File: src/rtl/core/ptdl_pkg.sv
// shared types and constants of the prime test and divisor lister
// no dependencies
package ptdl_pkg;

  localparam int VAL_W = 16;
  localparam int DIV_W = 13;

  localparam logic KIND_QUERY = 1'b0;
  localparam logic KIND_LIST  = 1'b1;

  // class of a value, settled at the front
  typedef enum logic [1:0] {
    CLS_OOR   = 2'd0,  // zero or above the bound
    CLS_ONE   = 2'd1,  // value one
    CLS_SMALL = 2'd2,  // two or three: no candidates to try
    CLS_NORM  = 2'd3   // candidates 2 .. n/2
  } cls_t;

  typedef struct packed {
    logic kind;
    cls_t cls;
  } job_info_t;

  // tag travelling with each slot of the modulus pipeline
  typedef struct packed {
    logic      mark;  // end-of-job slot, no candidate
    job_info_t info;
  } slot_tag_t;

endpackage

File: src/rtl/core/ptdl_queue.sv
// two-entry job queue between front and back
// depends on nothing
module ptdl_queue #(
  parameter int W = 16
) (
  input  logic         clk,
  input  logic         rst_n,
  input  logic         push_valid,
  output logic         push_ready,
  input  logic [W-1:0] push_data,
  output logic         pop_valid,
  input  logic         pop_ready,
  output logic [W-1:0] pop_data
);

  logic [W-1:0] ent_r [2];
  logic         wr_ptr_r, wr_ptr_nxt;
  logic         rd_ptr_r, rd_ptr_nxt;
  logic [1:0]   cnt_r, cnt_nxt;
  logic         do_push, do_pop;

  assign push_ready = (cnt_r != 2'd2);
  assign pop_valid  = (cnt_r != 2'd0);
  assign pop_data   = ent_r[rd_ptr_r];
  assign do_push    = push_valid && push_ready;
  assign do_pop     = pop_valid && pop_ready;

  always_comb begin
    wr_ptr_nxt = do_push ? ~wr_ptr_r : wr_ptr_r;
    rd_ptr_nxt = do_pop ? ~rd_ptr_r : rd_ptr_r;
    cnt_nxt    = cnt_r;
    if (do_push && !do_pop) begin
      cnt_nxt = cnt_r + 2'd1;
    end else if (!do_push && do_pop) begin
      cnt_nxt = cnt_r - 2'd1;
    end
  end

  always_ff @(posedge clk) begin
    if (!rst_n) begin
      wr_ptr_r <= 1'b0;
      rd_ptr_r <= 1'b0;
      cnt_r    <= 2'd0;
    end else begin
      wr_ptr_r <= wr_ptr_nxt;
      rd_ptr_r <= rd_ptr_nxt;
      cnt_r    <= cnt_nxt;
    end
  end

  always_ff @(posedge clk) begin
    if (do_push) begin
      ent_r[wr_ptr_r] <= push_data;
    end
  end

endmodule

File: src/rtl/core/ptdl_front.sv
// front: accepts items, keeps the last queried value, classifies jobs
// depends on ptdl_pkg
module ptdl_front
  import ptdl_pkg::*;
#(
  parameter int MAX_VALUE = 8192,
  parameter int NW        = 14
) (
  input  logic             clk,
  input  logic             rst_n,
  input  logic             in_valid,
  output logic             in_ready,
  input  logic             in_kind,
  input  logic [VAL_W-1:0] in_value,
  output logic             push_valid,
  input  logic             push_ready,
  output job_info_t        push_info,
  output logic [NW-1:0]    push_n
);

  logic [VAL_W-1:0] last_value_r, last_value_nxt;
  logic [VAL_W-1:0] n_sel;

  assign in_ready   = push_ready;
  assign push_valid = in_valid;

  always_comb begin
    n_sel = (in_kind == KIND_QUERY) ? in_value : last_value_r;
    push_info.kind = in_kind;
    if (n_sel == '0 || n_sel > VAL_W'(MAX_VALUE)) begin
      push_info.cls = CLS_OOR;
    end else if (n_sel == VAL_W'(1)) begin
      push_info.cls = CLS_ONE;
    end else if (n_sel < VAL_W'(4)) begin
      push_info.cls = CLS_SMALL;
    end else begin
      push_info.cls = CLS_NORM;
    end
    push_n = NW'(n_sel);
    last_value_nxt = last_value_r;
    if (in_valid && in_ready && in_kind == KIND_QUERY) begin
      last_value_nxt = in_value;
    end
  end

  always_ff @(posedge clk) begin
    if (!rst_n) begin
      last_value_r <= VAL_W'(1);
    end else begin
      last_value_r <= last_value_nxt;
    end
  end

endmodule

File: src/rtl/core/ptdl_mod_pipe.sv
// modulus pipeline: one restoring step per stage, one candidate per cycle while en is high
// depends on ptdl_pkg
module ptdl_mod_pipe
  import ptdl_pkg::*;
#(
  parameter int NW = 14,
  parameter int DW = 13
) (
  input  logic          clk,
  input  logic          rst_n,
  input  logic          en,
  input  logic          in_v,
  input  slot_tag_t     in_tag,
  input  logic [NW-1:0] in_n,
  input  logic [DW-1:0] in_d,
  output logic          out_v,
  output slot_tag_t     out_tag,
  output logic [DW-1:0] out_d,
  output logic          out_hit
);

  logic [NW-1:0] v_r;
  logic [NW-1:0] v_nxt;
  slot_tag_t     tag_r   [NW];
  slot_tag_t     tag_nxt [NW];
  logic [NW-1:0] n_r     [NW];
  logic [NW-1:0] n_nxt   [NW];
  logic [DW-1:0] d_r     [NW];
  logic [DW-1:0] d_nxt   [NW];
  logic [DW-1:0] rem_r   [NW];
  logic [DW-1:0] rem_nxt [NW];

  always_comb begin
    logic [DW:0]   sh;
    logic [DW-1:0] rem_p;
    for (int k = 0; k < NW; k++) begin
      if (k == 0) begin
        v_nxt[k]   = in_v;
        tag_nxt[k] = in_tag;
        n_nxt[k]   = in_n;
        d_nxt[k]   = in_d;
        rem_p      = '0;
      end else begin
        v_nxt[k]   = v_r[k-1];
        tag_nxt[k] = tag_r[k-1];
        n_nxt[k]   = n_r[k-1];
        d_nxt[k]   = d_r[k-1];
        rem_p      = rem_r[k-1];
      end
      // bring down the next bit of n, subtract when it fits
      sh = {rem_p, n_nxt[k][NW-1-k]};
      if (sh >= {1'b0, d_nxt[k]}) begin
        sh = sh - {1'b0, d_nxt[k]};
      end
      rem_nxt[k] = sh[DW-1:0];
    end
  end

  always_ff @(posedge clk) begin
    if (!rst_n) begin
      v_r <= '0;
    end else if (en) begin
      v_r <= v_nxt;
    end
  end

  always_ff @(posedge clk) begin
    if (en) begin
      for (int k = 0; k < NW; k++) begin
        tag_r[k] <= tag_nxt[k];
        n_r[k]   <= n_nxt[k];
        d_r[k]   <= d_nxt[k];
        rem_r[k] <= rem_nxt[k];
      end
    end
  end

  assign out_v   = v_r[NW-1];
  assign out_tag = tag_r[NW-1];
  assign out_d   = d_r[NW-1];
  assign out_hit = (rem_r[NW-1] == '0);

endmodule

File: src/rtl/core/ptdl_back.sv
// back: candidate sequencer, modulus pipeline, result collection, output register
// depends on ptdl_pkg and ptdl_mod_pipe
module ptdl_back
  import ptdl_pkg::*;
#(
  parameter int NW = 14,
  parameter int DW = 13
) (
  input  logic             clk,
  input  logic             rst_n,
  input  logic             pop_valid,
  output logic             pop_ready,
  input  job_info_t        pop_info,
  input  logic [NW-1:0]    pop_n,
  output logic             out_valid,
  input  logic             out_ready,
  output logic             out_prime,
  output logic [DIV_W-1:0] out_divisor,
  output logic             out_no_factors,
  output logic             out_out_of_range,
  output logic             out_last
);

  typedef enum logic [1:0] {
    S_IDLE = 2'b01,
    S_RUN  = 2'b10
  } state_t;

  state_t        state_r, state_nxt;
  job_info_t     job_info_r;
  logic [NW-1:0] job_n_r;
  logic [DW-1:0] d_r, d_nxt;
  logic          cand;
  slot_tag_t     iss_tag;

  logic          t_v, t_hit;
  slot_tag_t     t_tag;
  logic [DW-1:0] t_d;

  logic [DW-1:0] pend_r;
  logic          pend_v_r, pend_v_nxt;
  logic          hit_seen_r, hit_seen_nxt;

  logic          emit, out_free, en, is_list;
  logic          res_prime, res_nofac, res_oor, res_last;
  logic [DIV_W-1:0] res_div;

  logic             out_valid_r, out_valid_nxt;
  logic             prime_r, no_factors_r, out_of_range_r, last_r;
  logic [DIV_W-1:0] divisor_r;

  assign pop_ready = (state_r == S_IDLE);

  always_comb begin
    cand = (job_info_r.cls == CLS_NORM) && (NW'(d_r) <= (job_n_r >> 1));
    iss_tag.mark = !cand;
    iss_tag.info = job_info_r;
    state_nxt = state_r;
    d_nxt     = d_r;
    unique case (state_r)
      S_IDLE: begin
        if (pop_valid) begin
          state_nxt = S_RUN;
          d_nxt     = DW'(2);
        end
      end
      S_RUN: begin
        if (en) begin
          if (cand) begin
            d_nxt = d_r + DW'(1);
          end else begin
            state_nxt = S_IDLE;
          end
        end
      end
      default: state_nxt = S_IDLE;
    endcase
  end

  always_ff @(posedge clk) begin
    if (!rst_n) begin
      state_r <= S_IDLE;
    end else begin
      state_r <= state_nxt;
    end
  end

  always_ff @(posedge clk) begin
    d_r <= d_nxt;
    if (state_r == S_IDLE && pop_valid) begin
      job_info_r <= pop_info;
      job_n_r    <= pop_n;
    end
  end

  ptdl_mod_pipe #(
    .NW(NW),
    .DW(DW)
  ) u_mod_pipe (
    .clk    (clk),
    .rst_n  (rst_n),
    .en     (en),
    .in_v   (state_r == S_RUN),
    .in_tag (iss_tag),
    .in_n   (job_n_r),
    .in_d   (d_r),
    .out_v  (t_v),
    .out_tag(t_tag),
    .out_d  (t_d),
    .out_hit(t_hit)
  );

  always_comb begin
    is_list  = (t_tag.info.kind == KIND_LIST);
    emit     = t_v && (t_tag.mark || (t_hit && is_list && pend_v_r));
    out_free = !out_valid_r || out_ready;
    en       = !emit || out_free;

    // result of the slot at the pipeline tail
    res_prime = 1'b0;
    res_div   = '0;
    res_nofac = 1'b0;
    res_oor   = 1'b0;
    res_last  = t_tag.mark;
    if (!t_tag.mark) begin
      res_div = DIV_W'(pend_r);
    end else if (t_tag.info.cls == CLS_OOR) begin
      res_oor = 1'b1;
    end else if (!is_list) begin
      res_prime = (t_tag.info.cls != CLS_ONE) && !hit_seen_r;
    end else if (t_tag.info.cls == CLS_ONE) begin
      res_div = DIV_W'(1);
    end else if (pend_v_r) begin
      res_div = DIV_W'(pend_r);
    end else begin
      res_nofac = 1'b1;
    end

    pend_v_nxt   = pend_v_r;
    hit_seen_nxt = hit_seen_r;
    if (en && t_v) begin
      if (t_tag.mark) begin
        pend_v_nxt   = 1'b0;
        hit_seen_nxt = 1'b0;
      end else if (t_hit) begin
        hit_seen_nxt = 1'b1;
        if (is_list) begin
          pend_v_nxt = 1'b1;
        end
      end
    end

    out_valid_nxt = out_valid_r;
    if (en && emit) begin
      out_valid_nxt = 1'b1;
    end else if (out_ready) begin
      out_valid_nxt = 1'b0;
    end
  end

  always_ff @(posedge clk) begin
    if (!rst_n) begin
      pend_v_r    <= 1'b0;
      hit_seen_r  <= 1'b0;
      out_valid_r <= 1'b0;
    end else begin
      pend_v_r    <= pend_v_nxt;
      hit_seen_r  <= hit_seen_nxt;
      out_valid_r <= out_valid_nxt;
    end
  end

  always_ff @(posedge clk) begin
    if (en && t_v && !t_tag.mark && t_hit && is_list) begin
      pend_r <= t_d;
    end
    if (en && emit) begin
      prime_r        <= res_prime;
      divisor_r      <= res_div;
      no_factors_r   <= res_nofac;
      out_of_range_r <= res_oor;
      last_r         <= res_last;
    end
  end

  assign out_valid        = out_valid_r;
  assign out_prime        = prime_r;
  assign out_divisor      = divisor_r;
  assign out_no_factors   = no_factors_r;
  assign out_out_of_range = out_of_range_r;
  assign out_last         = last_r;

endmodule

File: src/rtl/core/prime_test_and_divisor_list.sv
// prime test and divisor lister, top level
// an item passes the job queue, the candidate sequencer, the modulus pipeline and the output register;
//   a value of four or more sweeps candidates 2 .. n/2, out-of-range, one, two and three send only the end slot
// the candidate sequencer takes a new job once it has issued the last job's end slot, feeding one
//   trial divisor a cycle into the shared modulus pipeline unless the output stalls
// reset (rst_n low, synchronous): queue, sequencer and output cleared, last value set to one
module prime_test_and_divisor_list
  import ptdl_pkg::*;
#(
  parameter int MAX_VALUE = 8192
) (
  input  logic             clk,
  input  logic             rst_n,
  input  logic             in_valid,
  output logic             in_ready,
  input  logic             in_kind,
  input  logic [VAL_W-1:0] in_value,
  output logic             out_valid,
  input  logic             out_ready,
  output logic             out_prime,
  output logic [DIV_W-1:0] out_divisor,
  output logic             out_no_factors,
  output logic             out_out_of_range,
  output logic             out_last
);

  // width of an in-range value and of a trial divisor (up to n/2 + 1)
  localparam int NW = $clog2(MAX_VALUE + 1);
  localparam int DW = $clog2(MAX_VALUE / 2 + 2);
  localparam int QW = $bits(job_info_t) + NW;

  // front to queue
  logic          f_valid, f_ready;
  job_info_t     f_info;
  logic [NW-1:0] f_n;

  // queue to back
  logic          b_valid, b_ready;
  logic [QW-1:0] b_data;
  job_info_t     b_info;
  logic [NW-1:0] b_n;

  // front: classifies each item and resolves a listing to the last queried value
  ptdl_front #(
    .MAX_VALUE(MAX_VALUE),
    .NW       (NW)
  ) u_front (
    .clk       (clk),
    .rst_n     (rst_n),
    .in_valid  (in_valid),
    .in_ready  (in_ready),
    .in_kind   (in_kind),
    .in_value  (in_value),
    .push_valid(f_valid),
    .push_ready(f_ready),
    .push_info (f_info),
    .push_n    (f_n)
  );

  // short job queue so front and back stall independently
  ptdl_queue #(
    .W(QW)
  ) u_queue (
    .clk       (clk),
    .rst_n     (rst_n),
    .push_valid(f_valid),
    .push_ready(f_ready),
    .push_data ({f_info, f_n}),
    .pop_valid (b_valid),
    .pop_ready (b_ready),
    .pop_data  (b_data)
  );

  assign b_info = job_info_t'(b_data[QW-1:NW]);
  assign b_n    = b_data[NW-1:0];

  // back: walks candidates 2 .. n/2, one modulus per cycle unless the output stalls, collects divisors;
  // a held divisor is sent once the next one shows up, so the final gets last
  ptdl_back #(
    .NW(NW),
    .DW(DW)
  ) u_back (
    .clk             (clk),
    .rst_n           (rst_n),
    .pop_valid       (b_valid),
    .pop_ready       (b_ready),
    .pop_info        (b_info),
    .pop_n           (b_n),
    .out_valid       (out_valid),
    .out_ready       (out_ready),
    .out_prime       (out_prime),
    .out_divisor     (out_divisor),
    .out_no_factors  (out_no_factors),
    .out_out_of_range(out_out_of_range),
    .out_last        (out_last)
  );

endmodule

File: config.mk
export PLATFORM = sky130hd
export DESIGN_NAME = prime_test_and_divisor_list
export DESIGN_NICKNAME = d
export VERILOG_FILES = /design/src/rtl/core/ptdl_pkg.sv /design/src/rtl/core/ptdl_queue.sv /design/src/rtl/core/ptdl_front.sv /design/src/rtl/core/ptdl_mod_pipe.sv /design/src/rtl/core/ptdl_back.sv /design/src/rtl/core/prime_test_and_divisor_list.sv
export SDC_FILE = /design/constraint.sdc
export NUM_CORES = 1
export LEC_CHECK = 0
export ABC_AREA = 1
export CAP_MARGIN = 40
export CORE_AREA = 2 2 233 235
export CTS_CLUSTER_DIAMETER = 40
export DETAILED_ROUTE_END_ITERATION = 10
export DIE_AREA = 0 0 235 237
export DONT_BUFFER_PORTS = 1
export PLACE_DENSITY = 0.8
export SETUP_SLACK_MARGIN = 0.2
export SYNTH_ARGS = -nofsm -noshare
export SYNTH_HDL_FRONTEND = slang
export SYNTH_SLANG_ARGS = --single-unit
File: constraint.sdc
create_clock -name clk -period 17.3 [get_ports clk]
set_clock_uncertainty 0.05 [all_clocks]
set_input_delay 3.46 -clock clk [delete_from_list [all_inputs] [get_ports clk]]
set_output_delay 3.46 -clock clk [all_outputs]
set_load 0.01 [all_outputs]
==> run metrics <==
outcome=completed; Final #Nets=around 3600; CP most frequent cell=sky130_fd_sc_hd__buf_12; sequential share of the synthesized area=0.553; total buffers and inverters traversed by the critical path=3; hold bufs inserted after CTS=0; slew at the pin closest to its max-slew limit=~1.2 ns; final standard cell count with taps included and fillers excluded=~4100; initial antenna violation count=0; GPL Wtd Cong=0.913; post-placement setup slack=10.85 ns; worst skew pair latency=0.65 ns; Worst setup EP type=register; register bit total from synthesis=644; die height=237 µm; Critical Path Slowest Stage Cell=sky130_fd_sc_hd__buf_12; FF+latch area=0.0189 mm²; count of maximum capacitance violations=0; instance count of the mapped netlist=3269; EDFF count, synth=around 610; most used cells in the layout excluding fill and tap cells=sky130_fd_sc_hd__nand2_1 (634), sky130_fd_sc_hd__edfxtp_1 (605), sky130_fd_sc_hd__inv_1 (597); Total Wirelength=around 70000 µm; n_diodes=0; Final setup violation count=0; clock sinks=between 600 and 700; layout filler cell count=3665; worst rel slew slack=0.228; Post-CTS Setup Repair Bufs=0; Die Footprint=0.0557 mm²; Hold Crit Class=reg -> reg; fraction of registers with async set or reset after synthesis=0; share of the clock period used by the worst path after layout=0.342; leakage power=between 0.015 and 0.02 µW; commonest non-fill, non-tap cell in the layout=sky130_fd_sc_hd__nand2_1; via count of the first global-routing pass=23000; effective utilization at floorplan=0.643; area of all placed cells without fillers=roughly 0.038 mm²; maximum vdd ir drop=0.100 mV; ys flop type=sky130_fd_sc_hd__edfxtp_1; level count of the clock H-tree=3; distinct cell type count of the synthesized netlist=46; setup slack of the critical path after layout=roughly 11 ns; Clock Tree Buf Depth=3; DRC violations left=0; number of hold-slack violations in the final timing report=0; met3 wire len=between 3000 and 4000 µm; DR vias=22700; final count of pins violating max slew=0; Critical Path, Cell by Cell=nor2_1 -> buf_4 -> nand3_4 -> buf_12 -> buf_12; max incr delay on CP=between 0.7 and 0.8 ns; crit path max fanout=around 220; area of the multi-input gates=around 0.013 mm²; TritonCTS clock tree=yes; worst reg-to-reg setup slack=13.53 ns; Worst EP required=between 15 and 20 ns; Arr. time, crit path=around 6.1 ns; kind of start point of the critical path=input pin; Root Buffer=sky130_fd_sc_hd__clkbuf_16; Power Dens Cells=between 200 and 250 mW/mm²; WL/cell=17.4 µm; Avg Synthesized Cell Area=10.5 µm²; number of primary I/O pins=40; number of buffers inserted by port buffering=0; routed vias/inst=5.54; met1 wire length=around 30000 µm; TritonCTS Buffers=between 90 and 100; delay-heaviest family, CP=buffers and inverters; RSZ-0062 raised after global routing=no; highest clock frequency the design can meet=169 MHz; Worst Path Class, Setup=in -> reg; total length of routed met2 wires=~36000 µm; global-route wire length before repair=roughly 120000 µm; antenna-violating nets left=0; number of rows created at floorplan=between 80 and 90; top metal layer carrying routed signals=met4; area of the mapped netlist=~0.034 mm²; placeable core region=between 0.05 and 0.06 mm²; warning count from the yosys run=0; HPWL after DPL=between 40000 and 50000 µm; overall track demand over capacity in global routing=0.259; proportion of layout cells with a drive suffix above 1=0.145; post_cts resized=0; post-route worst hold slack=0.351 ns; horizontal die dimension=235 µm; maximum number of pins on one net before global-route repair=about 220; net count after synthesis=roughly 3500; grt ovf=0; sum of negative setup slack=0 ns; drt initial violations=around 1700; shortest clock period the worst path allows after layout=between 5 and 6 ns; DP Cell Count=between 3000 and 4000; router iterations before antenna repair=6; Layout Area Growth over Synthesis=11.7%; area post-placement=between 0.03 and 0.04 mm²; clock slew at the register clock pins of the worst setup and hold paths=around 0.06 ns
cells in the mapped netlist (39+ instances only):
cell,instances,area [µm²]
sky130_fd_sc_hd__a21oi_1,109,546
sky130_fd_sc_hd__dfxtp_1,39,781
sky130_fd_sc_hd__edfxtp_1,605,18200
sky130_fd_sc_hd__ha_1,186,2330
sky130_fd_sc_hd__inv_1,597,2240
sky130_fd_sc_hd__nand2_1,634,2380
sky130_fd_sc_hd__nand3_1,99,495
sky130_fd_sc_hd__nand4_1,67,419
sky130_fd_sc_hd__nor2_1,177,664
sky130_fd_sc_hd__o21ai_0,79,395
sky130_fd_sc_hd__o21ai_1,66,330
sky130_fd_sc_hd__o21ai_2,84,736
sky130_fd_sc_hd__xnor2_1,39,342
sky130_fd_sc_hd__xor2_1,79,692
final cells by class:
cell class,count,area share
Sequential cell,644,0.495
Timing Repair Buffer,10,0.00314
Multi-Input combinational cell,1950,0.327
Inverter,632,0.0620
Clock buffer,99,0.0620
Clock inverter,75,0.0273
Tap cell,696,0.0228
metal layers:
layer / GRT usage / up-vias
li1: - / 11100
met4: 0.115 / 0
met1: 0.322 / 10800
met5: 0 / -
met2: 0.453 / 663
met3: 0.0372 / 165
state kept, by name, summed over array words and instances (netlist names), 2 cells and up:
name	flops
u_back.job_n_r	14
u_back.u_mod_pipe.v_r	14
u_back.d_r	13
u_queue.cnt_r	2
u_back.u_mod_pipe.rem_r	182
u_queue.ent_r	34
u_front.last_value_r	16
u_back.pend_r	13
u_back.out_divisor	13
u_back.u_mod_pipe.d_r	182
u_back.u_mod_pipe.tag_r	56
u_back.state_r	2
u_back.u_mod_pipe.n_r	91
u_back.iss_tag	3
logic make-up after synthesis:
logic type / share of synthesized area
AO/OA/AOI/OAI: 0.0975
XOR/XNOR: 0.0302
adder cells (fa/ha/maj): 0.0755
buffers and inverters: 0.0812
flip-flops: 0.553
multiplexers: 0.00559
AND/OR/NAND/NOR: 0.157
metrics by stage:
stage	utilization	total power, µW
2_1_floorplan	-	5700
3_3_place_gp	0.653	6350
3_5_place_dp	0.654	6460
4_1_cts	0.718	8580
5_1_grt	0.718	9160
6_report	0.718	8570
where the power goes:
group          leakage (µW)  internal, µW  switching, µW  total (µW)
Combinational       0.00880          1330           2330        3660
Clock               0.00163          1280            761        2040
Sequential          0.00676          2520            355        2870
worst paths after layout:
check | start | to | depth (start not counted)
worst min register to register | u_back.u_mod_pipe.n_r[1][3] | u_back.u_mod_pipe.n_r[1][17] | 0
worst min-delay path | u_back.u_mod_pipe.n_r[1][3] | u_back.u_mod_pipe.n_r[1][17] | 0
worst max-delay path | out_ready | u_back.u_mod_pipe.rem_r[1][8] | 5
worst max register to register | u_back.u_mod_pipe.tag_r[1][23] | u_back.u_mod_pipe.rem_r[1][8] | 5
Note: power is estimated with default switching activity, not from simulation.
